<file path="config.mk">
export PLATFORM = sky130hd
export DESIGN_NAME = battery_temperature_fault_policy_core_flat
export DESIGN_NICKNAME = d
export VERILOG_FILES = /design/src/design/btfp_pkg.sv /design/src/design/btfp_if.sv /design/src/design/btfp_csr.sv /design/src/design/btfp_eval.sv /design/src/design/battery_temperature_fault_policy_core.sv /design/src/flat_wrapper.sv
export SDC_FILE = /design/constraint.sdc
export NUM_CORES = 1
export LEC_CHECK = 0
export BUFFER_PORTS_ARGS = -buffer_cell sky130_fd_sc_hd__clkbuf_2
export CELL_PAD_IN_SITES_DETAIL_PLACEMENT = 1
export CELL_PAD_IN_SITES_GLOBAL_PLACEMENT = 2
export CORE_MARGIN = 2
export CORE_UTILIZATION = 42
export DETAILED_ROUTE_END_ITERATION = 10
export PLACE_DENSITY = 0.82
export SLEW_MARGIN = 20
export SYNTH_ARGS = -nofsm -noshare
export SYNTH_HDL_FRONTEND = slang
export SYNTH_HIERARCHICAL = 1
export SYNTH_SLANG_ARGS = --single-unit
</file>
<file path="constraint.sdc">
create_clock -name clock -period 9.2 [get_ports clock]
set_clock_uncertainty 0.05 [all_clocks]
set_input_delay 0.46 -clock clock [delete_from_list [all_inputs] [get_ports clock]]
set_output_delay 0.46 -clock clock [all_outputs]
set_load 0.02 [all_outputs]
</file>
<file path="src/design/btfp_pkg.sv">
// Package for the battery temperature fault policy block.
// Holds the payload and state types, reason codes and register indexes.
// No dependencies; every other design file imports it.
package btfp_pkg;

   // Fault reason codes
   localparam logic [3:0] RSN_NONE      = 4'd0;
   localparam logic [3:0] RSN_NOT_READY = 4'd1;
   localparam logic [3:0] RSN_PARTIAL   = 4'd2;
   localparam logic [3:0] RSN_STALE     = 4'd3;
   localparam logic [3:0] RSN_INVALID   = 4'd4;
   localparam logic [3:0] RSN_OPEN      = 4'd5;
   localparam logic [3:0] RSN_SHORT     = 4'd6;
   localparam logic [3:0] RSN_COLD_STOP = 4'd7;
   localparam logic [3:0] RSN_HOT_STOP  = 4'd8;
   localparam logic [3:0] RSN_FAN_MAX   = 4'd9;
   localparam logic [3:0] RSN_HARD      = 4'd10;
   localparam logic [3:0] RSN_SEVERE    = 4'd11;

   // Register indexes on the csr channel
   localparam int unsigned CsrIndexBits = 3;
   localparam logic [CsrIndexBits-1:0] CSR_SEVERE_LIMIT     = 3'd0;
   localparam logic [CsrIndexBits-1:0] CSR_HARD_LIMIT       = 3'd1;
   localparam logic [CsrIndexBits-1:0] CSR_FAN_MAX_LIMIT    = 3'd2;
   localparam logic [CsrIndexBits-1:0] CSR_CHARGE_MAX_LIMIT = 3'd3;
   localparam logic [CsrIndexBits-1:0] CSR_CHARGE_MIN_LIMIT = 3'd4;
   localparam logic [CsrIndexBits-1:0] CSR_SEVERE_CONFIRM   = 3'd5;
   localparam logic [CsrIndexBits-1:0] CSR_HARD_CONFIRM     = 3'd6;

   typedef struct packed {
      logic [CsrIndexBits-1:0] reg_index;
      logic [31:0]             wr_data;
   } csr_type;

   typedef struct packed {
      logic signed [15:0] severe_limit_deci_c;
      logic signed [15:0] hard_limit_deci_c;
      logic signed [15:0] fan_max_limit_deci_c;
      logic signed [15:0] charge_max_limit_deci_c;
      logic signed [15:0] charge_min_limit_deci_c;
      logic [31:0]        severe_confirm_ms;
      logic [31:0]        hard_confirm_ms;
   } cfg_type;

   typedef struct packed {
      logic               func;
      logic               data_present;
      logic               startup_complete;
      logic               full_usable;
      logic [4:0]         open_count;
      logic [4:0]         short_count;
      logic [4:0]         invalid_count;
      logic [4:0]         stale_count;
      logic signed [15:0] tmax_dc;
      logic signed [15:0] tmin_dc;
      logic [31:0]        period_ms;
   } req_type;

   typedef struct packed {
      logic       temp_ok;
      logic       scan_fault;
      logic       warning;
      logic       fan_max;
      logic       chg_inhibit;
      logic       ot_fault;
      logic       severe_fault;
      logic       confirmed;
      logic       latched;
      logic [3:0] fault_reason;
      logic [3:0] latch_rsn;
      logic       pending;
   } rsp_type;

   // Flags of the latest evaluation
   typedef struct packed {
      logic temp_ok;
      logic scan_fault;
      logic warning;
      logic fan_max;
      logic chg_inhibit;
      logic ot_fault;
      logic severe_fault;
      logic confirmed;
   } flags_type;

   // Policy state carried from one request to the next (timer kept apart)
   typedef struct packed {
      flags_type  flags;
      logic [3:0] reason;
      logic       latch;
      logic [3:0] latch_cause;
      logic       pend;
      logic [3:0] pend_tier;
   } state_type;

endpackage

</file>
<file path="src/design/btfp_if.sv">
// Valid/ready channel interfaces for the request, response and csr ports.
// Depends on btfp_pkg for the payload types.
interface btfp_req_if import btfp_pkg::*; ();
   logic    valid;
   logic    ready;
   req_type data;
   modport source (output valid, output data, input ready);
   modport sink (input valid, input data, output ready);
endinterface

interface btfp_rsp_if import btfp_pkg::*; ();
   logic    valid;
   logic    ready;
   rsp_type data;
   modport source (output valid, output data, input ready);
   modport sink (input valid, input data, output ready);
endinterface

interface btfp_csr_if import btfp_pkg::*; ();
   logic    valid;
   logic    ready;
   csr_type data;
   modport source (output valid, output data, input ready);
   modport sink (input valid, input data, output ready);
endinterface

</file>
<file path="src/design/btfp_csr.sv">
// Threshold and confirm-time register file of the temperature fault policy.
// Depends on btfp_pkg and the csr channel interface.
module btfp_csr import btfp_pkg::*; (
   input  logic      clock,
   input  logic      reset,
   btfp_csr_if.sink  csr_chan,
   output cfg_type   cfg
);

   cfg_type cfg_ff;
   cfg_type cfg_in;
   logic    wr_en;

   // Writes are always taken
   assign csr_chan.ready = 1'b1;
   assign wr_en = csr_chan.valid;

   // Decode the register index; unknown indexes are dropped
   always_comb begin
      cfg_in = cfg_ff;
      if (wr_en) begin
         unique case (csr_chan.data.reg_index)
            CSR_SEVERE_LIMIT:     cfg_in.severe_limit_deci_c     = csr_chan.data.wr_data[15:0];
            CSR_HARD_LIMIT:       cfg_in.hard_limit_deci_c       = csr_chan.data.wr_data[15:0];
            CSR_FAN_MAX_LIMIT:    cfg_in.fan_max_limit_deci_c    = csr_chan.data.wr_data[15:0];
            CSR_CHARGE_MAX_LIMIT: cfg_in.charge_max_limit_deci_c = csr_chan.data.wr_data[15:0];
            CSR_CHARGE_MIN_LIMIT: cfg_in.charge_min_limit_deci_c = csr_chan.data.wr_data[15:0];
            CSR_SEVERE_CONFIRM:   cfg_in.severe_confirm_ms       = csr_chan.data.wr_data;
            CSR_HARD_CONFIRM:     cfg_in.hard_confirm_ms         = csr_chan.data.wr_data;
            default:              cfg_in = cfg_ff;
         endcase
      end
   end

   always_ff @(posedge clock) begin
      if (reset) begin
         cfg_ff.severe_limit_deci_c     <= 16'sd650;
         cfg_ff.hard_limit_deci_c       <= 16'sd600;
         cfg_ff.fan_max_limit_deci_c    <= 16'sd550;
         cfg_ff.charge_max_limit_deci_c <= 16'sd450;
         cfg_ff.charge_min_limit_deci_c <= 16'sd0;
         cfg_ff.severe_confirm_ms       <= 32'd500;
         cfg_ff.hard_confirm_ms         <= 32'd1000;
      end else begin
         cfg_ff <= cfg_in;
      end
   end

   assign cfg = cfg_ff;

endmodule

</file>
<file path="src/design/btfp_eval.sv">
// Combinational policy evaluation: next state, pending timer and response.
// Depends on btfp_pkg.
module btfp_eval import btfp_pkg::*; #(
   parameter int unsigned TIMER_BITS = 32
) (
   input  cfg_type                cfg,
   input  req_type                item,
   input  state_type              cur_state,
   input  logic [TIMER_BITS-1:0]  cur_timer,
   output state_type              nxt_state,
   output logic [TIMER_BITS-1:0]  nxt_timer,
   output rsp_type                result
);

   localparam logic [32:0] TimerTop = (33'd1 << TIMER_BITS) - 33'd1;

   logic                  at_severe;
   logic                  at_hard;
   logic [3:0]            hot_tier;
   logic [31:0]           hot_confirm;
   logic [TIMER_BITS-1:0] timer_base;
   logic [32:0]           timer_sum;
   logic [TIMER_BITS-1:0] timer_sat;
   logic                  confirm_hit;

   // Overtemperature tier and saturating pending timer
   always_comb begin
      at_severe   = item.tmax_dc >= cfg.severe_limit_deci_c;
      at_hard     = item.tmax_dc >= cfg.hard_limit_deci_c;
      hot_tier    = at_severe ? RSN_SEVERE : RSN_HARD;
      hot_confirm = at_severe ? cfg.severe_confirm_ms : cfg.hard_confirm_ms;
      timer_base  = (cur_state.pend_tier != hot_tier) ? '0 : cur_timer;
      timer_sum   = 33'(timer_base) + 33'(item.period_ms);
      timer_sat   = (timer_sum > TimerTop) ? TimerTop[TIMER_BITS-1:0]
                                           : timer_sum[TIMER_BITS-1:0];
      confirm_hit = 33'(timer_sat) >= 33'(hot_confirm);
   end

   // Next policy state
   always_comb begin
      nxt_state = cur_state;
      nxt_timer = cur_timer;
      if (item.func) begin
         // Reset-latch request: clear latch and pending, drop confirmation
         nxt_state.latch       = 1'b0;
         nxt_state.latch_cause = RSN_NONE;
         if (cur_state.flags.confirmed) begin
            nxt_state.flags.confirmed = 1'b0;
            nxt_state.reason          = RSN_NONE;
         end
         nxt_state.pend      = 1'b0;
         nxt_state.pend_tier = RSN_NONE;
         nxt_timer           = '0;
      end else begin
         nxt_state.flags  = '0;
         nxt_state.reason = RSN_NONE;
         priority if (!item.data_present || !item.startup_complete) begin
            nxt_state.flags.scan_fault = 1'b1;
            nxt_state.flags.confirmed  = 1'b1;
            nxt_state.flags.fan_max    = 1'b1;
            nxt_state.reason           = RSN_NOT_READY;
            nxt_state.pend             = 1'b0;
            nxt_state.pend_tier        = RSN_NONE;
            nxt_timer                  = '0;
         end else if (!item.full_usable) begin
            nxt_state.flags.scan_fault = 1'b1;
            nxt_state.flags.confirmed  = 1'b1;
            nxt_state.flags.fan_max    = 1'b1;
            nxt_state.pend             = 1'b0;
            nxt_state.pend_tier        = RSN_NONE;
            nxt_timer                  = '0;
            priority if (item.open_count != '0)    nxt_state.reason = RSN_OPEN;
            else if (item.short_count != '0)       nxt_state.reason = RSN_SHORT;
            else if (item.invalid_count != '0)     nxt_state.reason = RSN_INVALID;
            else if (item.stale_count != '0)       nxt_state.reason = RSN_STALE;
            else                                   nxt_state.reason = RSN_PARTIAL;
         end else if (at_severe || at_hard) begin
            // Hard or severe overtemperature sets pending and latches once confirmed
            nxt_state.flags.temp_ok    = 1'b1;
            nxt_state.flags.warning    = 1'b1;
            nxt_state.flags.fan_max    = 1'b1;
            nxt_state.pend             = 1'b1;
            nxt_state.pend_tier        = hot_tier;
            nxt_state.reason           = hot_tier;
            nxt_timer                  = timer_sat;
            if (confirm_hit) begin
               nxt_state.flags.ot_fault     = 1'b1;
               nxt_state.flags.confirmed    = 1'b1;
               nxt_state.flags.severe_fault = at_severe;
               nxt_state.latch              = 1'b1;
               nxt_state.latch_cause        = hot_tier;
            end
         end else begin
            nxt_state.flags.temp_ok    = 1'b1;
            nxt_state.pend             = 1'b0;
            nxt_state.pend_tier        = RSN_NONE;
            nxt_timer                  = '0;
            priority if (item.tmax_dc >= cfg.fan_max_limit_deci_c) begin
               nxt_state.flags.fan_max     = 1'b1;
               nxt_state.flags.chg_inhibit = 1'b1;
               nxt_state.flags.warning     = 1'b1;
               nxt_state.reason            = RSN_FAN_MAX;
            end else if (item.tmax_dc >= cfg.charge_max_limit_deci_c) begin
               nxt_state.flags.chg_inhibit = 1'b1;
               nxt_state.flags.warning     = 1'b1;
               nxt_state.reason            = RSN_HOT_STOP;
            end else if (item.tmin_dc <= cfg.charge_min_limit_deci_c) begin
               nxt_state.flags.chg_inhibit = 1'b1;
               nxt_state.flags.warning     = 1'b1;
               nxt_state.reason            = RSN_COLD_STOP;
            end else begin
               nxt_state.reason = RSN_NONE;
            end
         end
      end
   end

   // Response fields come straight from the updated state
   always_comb begin
      result.temp_ok      = nxt_state.flags.temp_ok;
      result.scan_fault   = nxt_state.flags.scan_fault;
      result.warning      = nxt_state.flags.warning;
      result.fan_max      = nxt_state.flags.fan_max;
      result.chg_inhibit  = nxt_state.flags.chg_inhibit;
      result.ot_fault     = nxt_state.flags.ot_fault;
      result.severe_fault = nxt_state.flags.severe_fault;
      result.confirmed    = nxt_state.flags.confirmed;
      result.latched      = nxt_state.latch;
      result.fault_reason = nxt_state.reason;
      result.latch_rsn    = nxt_state.latch_cause;
      result.pending      = nxt_state.pend;
   end

endmodule

</file>
<file path="src/design/battery_temperature_fault_policy_core.sv">
// Top level of the battery temperature fault policy block.
// Depends on btfp_pkg, the channel interfaces, btfp_csr and btfp_eval.
//
// Takes one request per clock unless responses stall, and returns one
// response per request, in order. A request lands in an input register; the
// policy is evaluated from it and the stored state in one pass; once the
// output register is free, the state is updated and the response is written
// to the output register. Throughput is one request per cycle while responses
// are accepted, set by the single evaluation pass between the input and output
// registers; a stalled response holds one request in the input register while
// the next waits. The user writes thresholds and confirm times on the csr
// channel while idle; the block does not enforce this.
module battery_temperature_fault_policy_core import btfp_pkg::*; #(
   parameter int unsigned TIMER_BITS = 32
) (
   input  logic        clock,
   input  logic        reset,
   btfp_req_if.sink    req_chan,
   btfp_rsp_if.source  rsp_chan,
   btfp_csr_if.sink    csr_chan
);

   cfg_type               cfg;
   logic                  s1_valid_ff;
   req_type               s1_data_ff;
   logic                  rsp_valid_ff;
   rsp_type               rsp_data_ff;
   state_type             state_ff;
   state_type             state_in;
   logic [TIMER_BITS-1:0] timer_ff;
   logic [TIMER_BITS-1:0] timer_in;
   rsp_type               result;
   logic                  advance;
   logic                  req_take;

   btfp_csr u_csr (
      .clock    (clock),
      .reset    (reset),
      .csr_chan (csr_chan),
      .cfg      (cfg)
   );

   btfp_eval #(.TIMER_BITS(TIMER_BITS)) u_eval (
      .cfg       (cfg),
      .item      (s1_data_ff),
      .cur_state (state_ff),
      .cur_timer (timer_ff),
      .nxt_state (state_in),
      .nxt_timer (timer_in),
      .result    (result)
   );

   // Handshake: input register moves on when the output register is free
   assign advance        = s1_valid_ff && (!rsp_valid_ff || rsp_chan.ready);
   assign req_chan.ready = !s1_valid_ff || advance;
   assign req_take       = req_chan.valid && req_chan.ready;

   // Control and policy state
   always_ff @(posedge clock) begin
      if (reset) begin
         s1_valid_ff  <= 1'b0;
         rsp_valid_ff <= 1'b0;
         state_ff     <= '{flags: '0, reason: RSN_NOT_READY, latch: 1'b0,
                           latch_cause: RSN_NONE, pend: 1'b0, pend_tier: RSN_NONE};
         timer_ff     <= '0;
      end else begin
         if (req_take) begin
            s1_valid_ff <= 1'b1;
         end else if (advance) begin
            s1_valid_ff <= 1'b0;
         end
         if (advance) begin
            rsp_valid_ff <= 1'b1;
            state_ff     <= state_in;
            timer_ff     <= timer_in;
         end else if (rsp_chan.ready) begin
            rsp_valid_ff <= 1'b0;
         end
      end
   end

   // Payload registers
   always_ff @(posedge clock) begin
      if (req_take) begin
         s1_data_ff <= req_chan.data;
      end
      if (advance) begin
         rsp_data_ff <= result;
      end
   end

   assign rsp_chan.valid = rsp_valid_ff;
   assign rsp_chan.data  = rsp_data_ff;

   // A latched fault always carries a hard or severe cause, and only then
   a_latch_cause : assert property (@(posedge clock) disable iff (reset)
      rsp_valid_ff |-> (rsp_data_ff.latched == (rsp_data_ff.latch_rsn != RSN_NONE)))
      else $error("latched reason disagrees with latch");

   // Pending only on a usable scan
   a_pend_valid : assert property (@(posedge clock) disable iff (reset)
      rsp_valid_ff && rsp_data_ff.pending |->
         rsp_data_ff.temp_ok && !rsp_data_ff.scan_fault)
      else $error("pending set without a usable scan");

   // A reset-latch request leaves latch and pending cleared
   a_latch_clear : assert property (@(posedge clock) disable iff (reset)
      advance && s1_data_ff.func |=> !state_ff.latch && !state_ff.pend && (timer_ff == '0))
      else $error("reset-latch did not clear latch state");

   // Severe fault always comes with an overtemperature fault
   a_severe : assert property (@(posedge clock) disable iff (reset)
      rsp_valid_ff && rsp_data_ff.severe_fault |-> rsp_data_ff.ot_fault)
      else $error("severe fault without overtemperature");

endmodule

</file>
<file path="src/flat_wrapper.sv">
// flat-port wrapper written by rule: the top's interface ports become plain ports
module battery_temperature_fault_policy_core_flat import btfp_pkg::*;
#(
   parameter int unsigned TIMER_BITS = 32
)
  (clock, reset, req_chan_valid, req_chan_data, req_chan_ready, rsp_chan_valid, rsp_chan_data, rsp_chan_ready, csr_chan_valid, csr_chan_data, csr_chan_ready);
  btfp_req_if req_chan_i ();
  btfp_rsp_if rsp_chan_i ();
  btfp_csr_if csr_chan_i ();
  input  logic clock;
  input  logic reset;
  input wire logic [$bits(req_chan_i.valid)-1:0] req_chan_valid;
  input wire logic [$bits(req_chan_i.data)-1:0] req_chan_data;
  output wire logic [$bits(req_chan_i.ready)-1:0] req_chan_ready;
  output wire logic [$bits(rsp_chan_i.valid)-1:0] rsp_chan_valid;
  output wire logic [$bits(rsp_chan_i.data)-1:0] rsp_chan_data;
  input wire logic [$bits(rsp_chan_i.ready)-1:0] rsp_chan_ready;
  input wire logic [$bits(csr_chan_i.valid)-1:0] csr_chan_valid;
  input wire logic [$bits(csr_chan_i.data)-1:0] csr_chan_data;
  output wire logic [$bits(csr_chan_i.ready)-1:0] csr_chan_ready;
  assign req_chan_i.valid = req_chan_valid;
  assign req_chan_i.data = req_chan_data;
  assign req_chan_ready = req_chan_i.ready;
  assign rsp_chan_valid = rsp_chan_i.valid;
  assign rsp_chan_data = rsp_chan_i.data;
  assign rsp_chan_i.ready = rsp_chan_ready;
  assign csr_chan_i.valid = csr_chan_valid;
  assign csr_chan_i.data = csr_chan_data;
  assign csr_chan_ready = csr_chan_i.ready;
  battery_temperature_fault_policy_core #(.TIMER_BITS(TIMER_BITS)) u_core (.clock(clock), .reset(reset), .req_chan(req_chan_i), .rsp_chan(rsp_chan_i), .csr_chan(csr_chan_i));
endmodule
</file>
==> results of run 1 <==
## flip-flops by register name, indices dropped and copies added (netlist names)
register and cells:
u_core/state_ff 21, u_core/timer_ff 32, u_core/u_csr/cfg 144, u_core/rsp_chan.valid 1, u_core/s1_data_ff 88, u_core/s1_valid_ff 1, u_core/rsp_chan.data 18
## worst min-delay path by stage
stage	from	to	slack [ns]	depth (start not counted)
after global placement	u_core/timer_ff[24]	u_core/timer_ff[24]	0.41	2
final	req_chan_data[54]	u_core/s1_data_ff[54]	0.03	1
after global routing	req_chan_data[72]	u_core/s1_data_ff[72]	0.008	1
after floorplan	u_core/state_ff[2]	u_core/state_ff[2]	0.39	2
after CTS	req_chan_data[34]	u_core/s1_data_ff[34]	0.0008	1
after detailed placement	u_core/timer_ff[11]	u_core/timer_ff[11]	0.42	2
## per-stage QoR
stage	hold slack, ns	power (mW)
2_1_floorplan	0.3935	1.734
3_3_place_gp	0.4067	1.836
3_5_place_dp	0.4155	1.847
4_1_cts	0.0007965	3.316
5_1_grt	0.007544	3.402
6_report	0.03348	3.271
## layer usage
| layer | share of wire | wire, um | global-route usage |
|---|---|---|---|
| met1 | 0.46 | 22660 | 0.2930 |
| met5 | 0 | 0 | 0 |
| met4 | 0.025 | 1231 | 0.07315 |
| met2 | 0.48 | 23580 | 0.3854 |
| met3 | 0.034 | 1655 | 0.03261 |
## final cells by class
class                           instances  area [sq um]  share of cell area
Timing Repair Buffer                  165         889.6             0.04502
Clock buffer                           60          1145             0.05793
Sequential cell                       305          7167              0.3627
Clock inverter                          9         60.06            0.003039
Multi-Input combinational cell       1243          9439              0.4776
Tap cell                              539         674.4             0.03413
Inverter                              103         386.6             0.01956
## worst reg2reg max path, stage by stage, from the launching register on
cell,delay [ns]
edfxtp_1,0.46
ha_1,0.35
a22o_1,0.24
nor4_1,0.25
o221a_2,0.28
o22ai_1,0.11
mux2_4,0.34
xnor2_2,0.72
buf_4,0.30
and3_1,0.17
ha_1,0.32
a21oi_1,0.29
o21ai_0,0.17
a311o_1,0.42
o211ai_2,0.24
and2_1,0.42
buf_12,0.26
nand2_1,0.09
ha_1,0.31
a21oi_1,0.14
o21ai_0,0.10
a41oi_1,0.22
a21oi_1,0.12
o31ai_1,0.65
and2_1,0.37
o2bb2ai_1,0.13
nand2b_1,0.12
mux2i_1,0.08
## power by group
group | internal, mW | leakage (nW) | switching [mW] | total, mW
Clock | 0.856 | 0.589 | 0.595 | 1.45
Sequential | 1.44 | 2.63 | 0.0253 | 1.47
Combinational | 0.144 | 5.54 | 0.207 | 0.350
Total | 2.44 | 8.76 | 0.827 | 3.27
==> impl_metrics.yaml, run 1 <==
run:
  cap_violations: 0
setup_path:
  reg2reg_depth: 27
  cp_num_buf_inv: 2
  cp.depth: 27
  critPathArrivalTime_ns: 8.22
  path_class: "flop to flop"
  end_kind: "flop"
  startpoint_type: "flop"
  cpPeakStageDelay_ns: 0.72
  critPathMaxFanout: 39
  cp_top_family: "compound AO/OA/AOI/OAI gates"
  r2r_end: "u_core/state_ff[8]"
  r2r-start: "u_core/s1_data_ff[53]"
  startpoint: "u_core/s1_data_ff[53]"
  endpoint: "u_core/state_ff[8]"
  cp_slowest_cell: "xnor2_2"
  reg2reg_setup_slack_ns: 1.32
  critPathRequiredTime_ns: 9.54
power_and_ir_drop:
  p_per_area_nw_per_um2: 165.5
  p_leak_nw: 8.758
  peakVddDrop_mv: 0.1147
drt:
  drt_pass1_iterations: 4
  drt_iter0_drc: 531
  vias: 12970
  viasPerCell: 5.351
  drcViolationCount: 0
  avgRoutedWirePerCell_um: 20.27
  final_antenna_net_count: 0
  wirelength_um: 49130
clock_network:
  clk_latency_ns: 0.56
  htree_num_levels: 2
  cts_setup_buffers: 0
  cts_resized: 0
  cts_hold_buf: 0
  cts.clk_slew.worst_paths_ns: 0.06
  cts_buffer_depth: 3
  cts_buffers: 38
  cts_tree: "built"
  cts_sinks: 305
  root_buffer: "clkbuf_16"
sta:
  fin_crit_ns: 7.875
  tightest_slew_ns: 1.043
  layout_setup_ws_ns: 1.325
  slew_headroom: 0.3020
  rsz0062_at_grt: "false"
  setup_viol: 0
  hold_viol: 0
  finalMaxSlewViolations: 0
  fin_setup_tns_ns: 0
  fmax_ghz: 0.1270
  final.period_utilization: 0.8560
cells_and_area:
  stdcell_area_sq_um: 19760
  final_cell_count_no_fill: 2424
  diodes: 0
  fin_util: 0.4732
  final_cell_mix: "nand2b_1 (269), mux2i_1 (229), dfxtp_1 (199)"
  nets: 2129
  fillers: 4735
  final_common_cell: "nand2b_1"
  syn2layout_area_growth_pct: 11.96
  drive_gt1_frac: 0.1310
placed_design:
  place_hpwl_um: 36220
  io_buffer_count: 147
  post_dp_cell_area_sq_um: 18560
  globalplace.congestion: 0.8458
  preCtsSetupSlack_ns: 1.411
  dp_cells: 2355
global_route:
  grt_usage: 0.2254
  antenna_found_initial: 0
  grt-ovfl-total: 0
  grt_pass1_vias: 13940
  grt_pass1_wl_um: 76790
  grt_max_degree: 139
floorplanning:
  dieArea_sq_um: 43680
  pin_count: 149
  die_h_um: 209
  initial_core_util: 0.4227
  std_cell_rows: 75
  core_sq_um: 41760
  die_w_um: 209
outcome:
  status: "finished, final reports clean"
worst_hold_path:
  hp-class: "input pin to flop"
synth:
  syn_nets: 2030
  netlist_instances: 1757
  syn-cell-area_sq_um: 17650
  synth-warning-count: 6
  syn_area_per_cell_sq_um: 10.05
Note: power is estimated with default switching activity, not from simulation.
==> run 2, diff against run 1 <==
PLACE_DENSITY = 0.89   (was 0.82)
==> impl_metrics.yaml, run 2 (synthesis gave the netlist of run 1 again) <==
clock_network:
  root_buffer: "clkbuf_16"
  clk_latency_ns: 0.56
  cts_buffers: 37
  cts_setup_buffers: 0
  htree_num_levels: 2
  cts_tree: "built"
  cts_sinks: 305
  cts.clk_slew.worst_paths_ns: 0.06
  cts_buffer_depth: 3
power_and_ir_drop:
  seqPwrFrac: 0.442
  peakVddDrop_mv: 0.1241
  power.share.combinational: 0.109
  p_per_area_nw_per_um2: 166.2
  p_int_mw: 2.472
  pwr-share-clk: 0.449
  p_sw_uw: 844.9
  swShare: 0.2548
  p_leak_nw: 8.857
drt:
  wirelength_um: 50080
  drt_pass1_iterations: 4
  drt_iter0_drc: 568
  final_antenna_net_count: 0
  avgRoutedWirePerCell_um: 20.52
  drcViolationCount: 0
  vias: 13120
  viasPerCell: 5.378
sta:
  fmax_ghz: 0.1272
  slew_headroom: 0.2515
  timing.hold.ws_ns: 0.02619
  rsz0062_at_grt: "false"
  fin_crit_ns: 7.860
  layout_setup_ws_ns: 1.340
  hold_viol: 0
  tightest_slew_ns: 1.116
  setup_viol: 0
  finalMaxSlewViolations: 0
  fin_setup_tns_ns: 0
  final.period_utilization: 0.8543
global_route:
  grt-ovfl-total: 0
  grt_max_degree: 122
  grt_pass1_wl_um: 78760
  antenna_found_initial: 1
  grt_pass1_vias: 14350
  grt_usage: 0.2304
cells_and_area:
  final_cell_count_no_fill: 2440
  syn2layout_area_growth_pct: 13.07
  final_cell_mix: "nand2b_1 (269), mux2i_1 (229), dfxtp_1 (199)"
  final_common_cell: "nand2b_1"
  fillers: 4651
  nets: 2145
  diodes: 0
  drive_gt1_frac: 0.1320
  stdcell_area_sq_um: 19960
  largest_reg_flops: 144
floorplanning:
  die_h_um: 209
  core_sq_um: 41760
  std_cell_rows: 75
  initial_core_util: 0.4227
  pin_count: 149
  die_w_um: 209
  dieArea_sq_um: 43680
placed_design:
  preCtsSetupSlack_ns: 1.474
  dp_cells: 2354
  place_hpwl_um: 36300
  globalplace.congestion: 0.8571
  io_buffer_count: 147
  post_dp_cell_area_sq_um: 18540
setup_path:
  cpPeakStageDelay_ns: 0.63
  critPathRequiredTime_ns: 9.56
  cp_slowest_cell: "and2_1"
  critPathArrivalTime_ns: 8.22
  critPathMaxFanout: 27
  startpoint_type: "flop"
  path_class: "flop to flop"
  reg2reg_depth: 28
  end_kind: "flop"
worst_hold_path:
  whs_path_depth: 1
  hp-class: "input pin to flop"
outcome:
  status: "finished, final reports clean"
run:
  cap_violations: 0
==> run 2: changes by cell type in the layout (fill, tap and decap cells not counted), sizes merged <==
cell         delta
clkbuf          -5
clkinv          +4
dlygate4sd3    +18
bufinv          +1
clkinvlp        -2
buf             -1
inv             +1
==> run 2: power groups by stage <==
stage | Combinational [mW] | Sequential (mW) | Clock (mW)
6_report | 0.361 | 1.47 | 1.49
5_1_grt | 0.394 | 1.47 | 1.58
4_1_cts | 0.360 | 1.47 | 1.53
3_5_place_dp | 0.350 | 1.50 | 0
3_3_place_gp | 0.339 | 1.50 | 0
2_1_floorplan | 0.240 | 1.49 | 0
==> run 2: path summary, 6_finish.rpt <==
path,from,slack (ns),endpoint
setup / recovery,u_core/s1_data_ff[60],1.34,u_core/state_ff[6]
hold / removal,req_chan_data[48],0.03,u_core/s1_data_ff[48]
setup reg to reg,u_core/s1_data_ff[60],1.34,u_core/state_ff[6]
hold reg to reg,u_core/u_csr/cfg[73],0.42,u_core/u_csr/cfg[73]
==> run 2: metrics by stage <==
stage	utilization	power (mW)
floorplan	-	1.734
global placement	0.4439	1.834
detailed placement	0.4439	1.848
CTS	0.4778	3.363
global route	0.4779	3.445
finish	0.4779	3.316
==> run 2: worst max-delay path: cells and delay by family, from the launching register on <==
kind,cells,cell delay (ns)
flops,1,0.46
mux,2,0.46
buf+inv,2,0.76
compound gates,11,2.57
xor+xnor,1,0.40
simple gates,9,2.03
fa+ha+maj,3,0.96
==> run 2: final cells by class <==
class / count / area, sq um / area share
clock inverters: 13 / 115.1 / 0.005768
multi-input cells: 1243 / 9439 / 0.4729
flip-flops and latches: 305 / 7167 / 0.3591
repair buffers: 182 / 1054 / 0.05279
well taps: 539 / 674.4 / 0.03379
inverters: 103 / 386.6 / 0.01937
clock buffers: 55 / 1122 / 0.05623
==> run 2: routing by layer <==
metal  share of wire  global-route usage
met1            0.46              0.2958
met2            0.49              0.4038
met3           0.029             0.02765
met4           0.025             0.07315
met5               0                   0
==> run 2: timing repair <==
| action | CTS | global route |
|---|---|---|
| resized for setup | 0 | 0 |
| endpoints found under the setup margin | 0 | 0 |
| hold buffers | 18 | 0 |
| hold endpoints to repair | 18 | 0 |
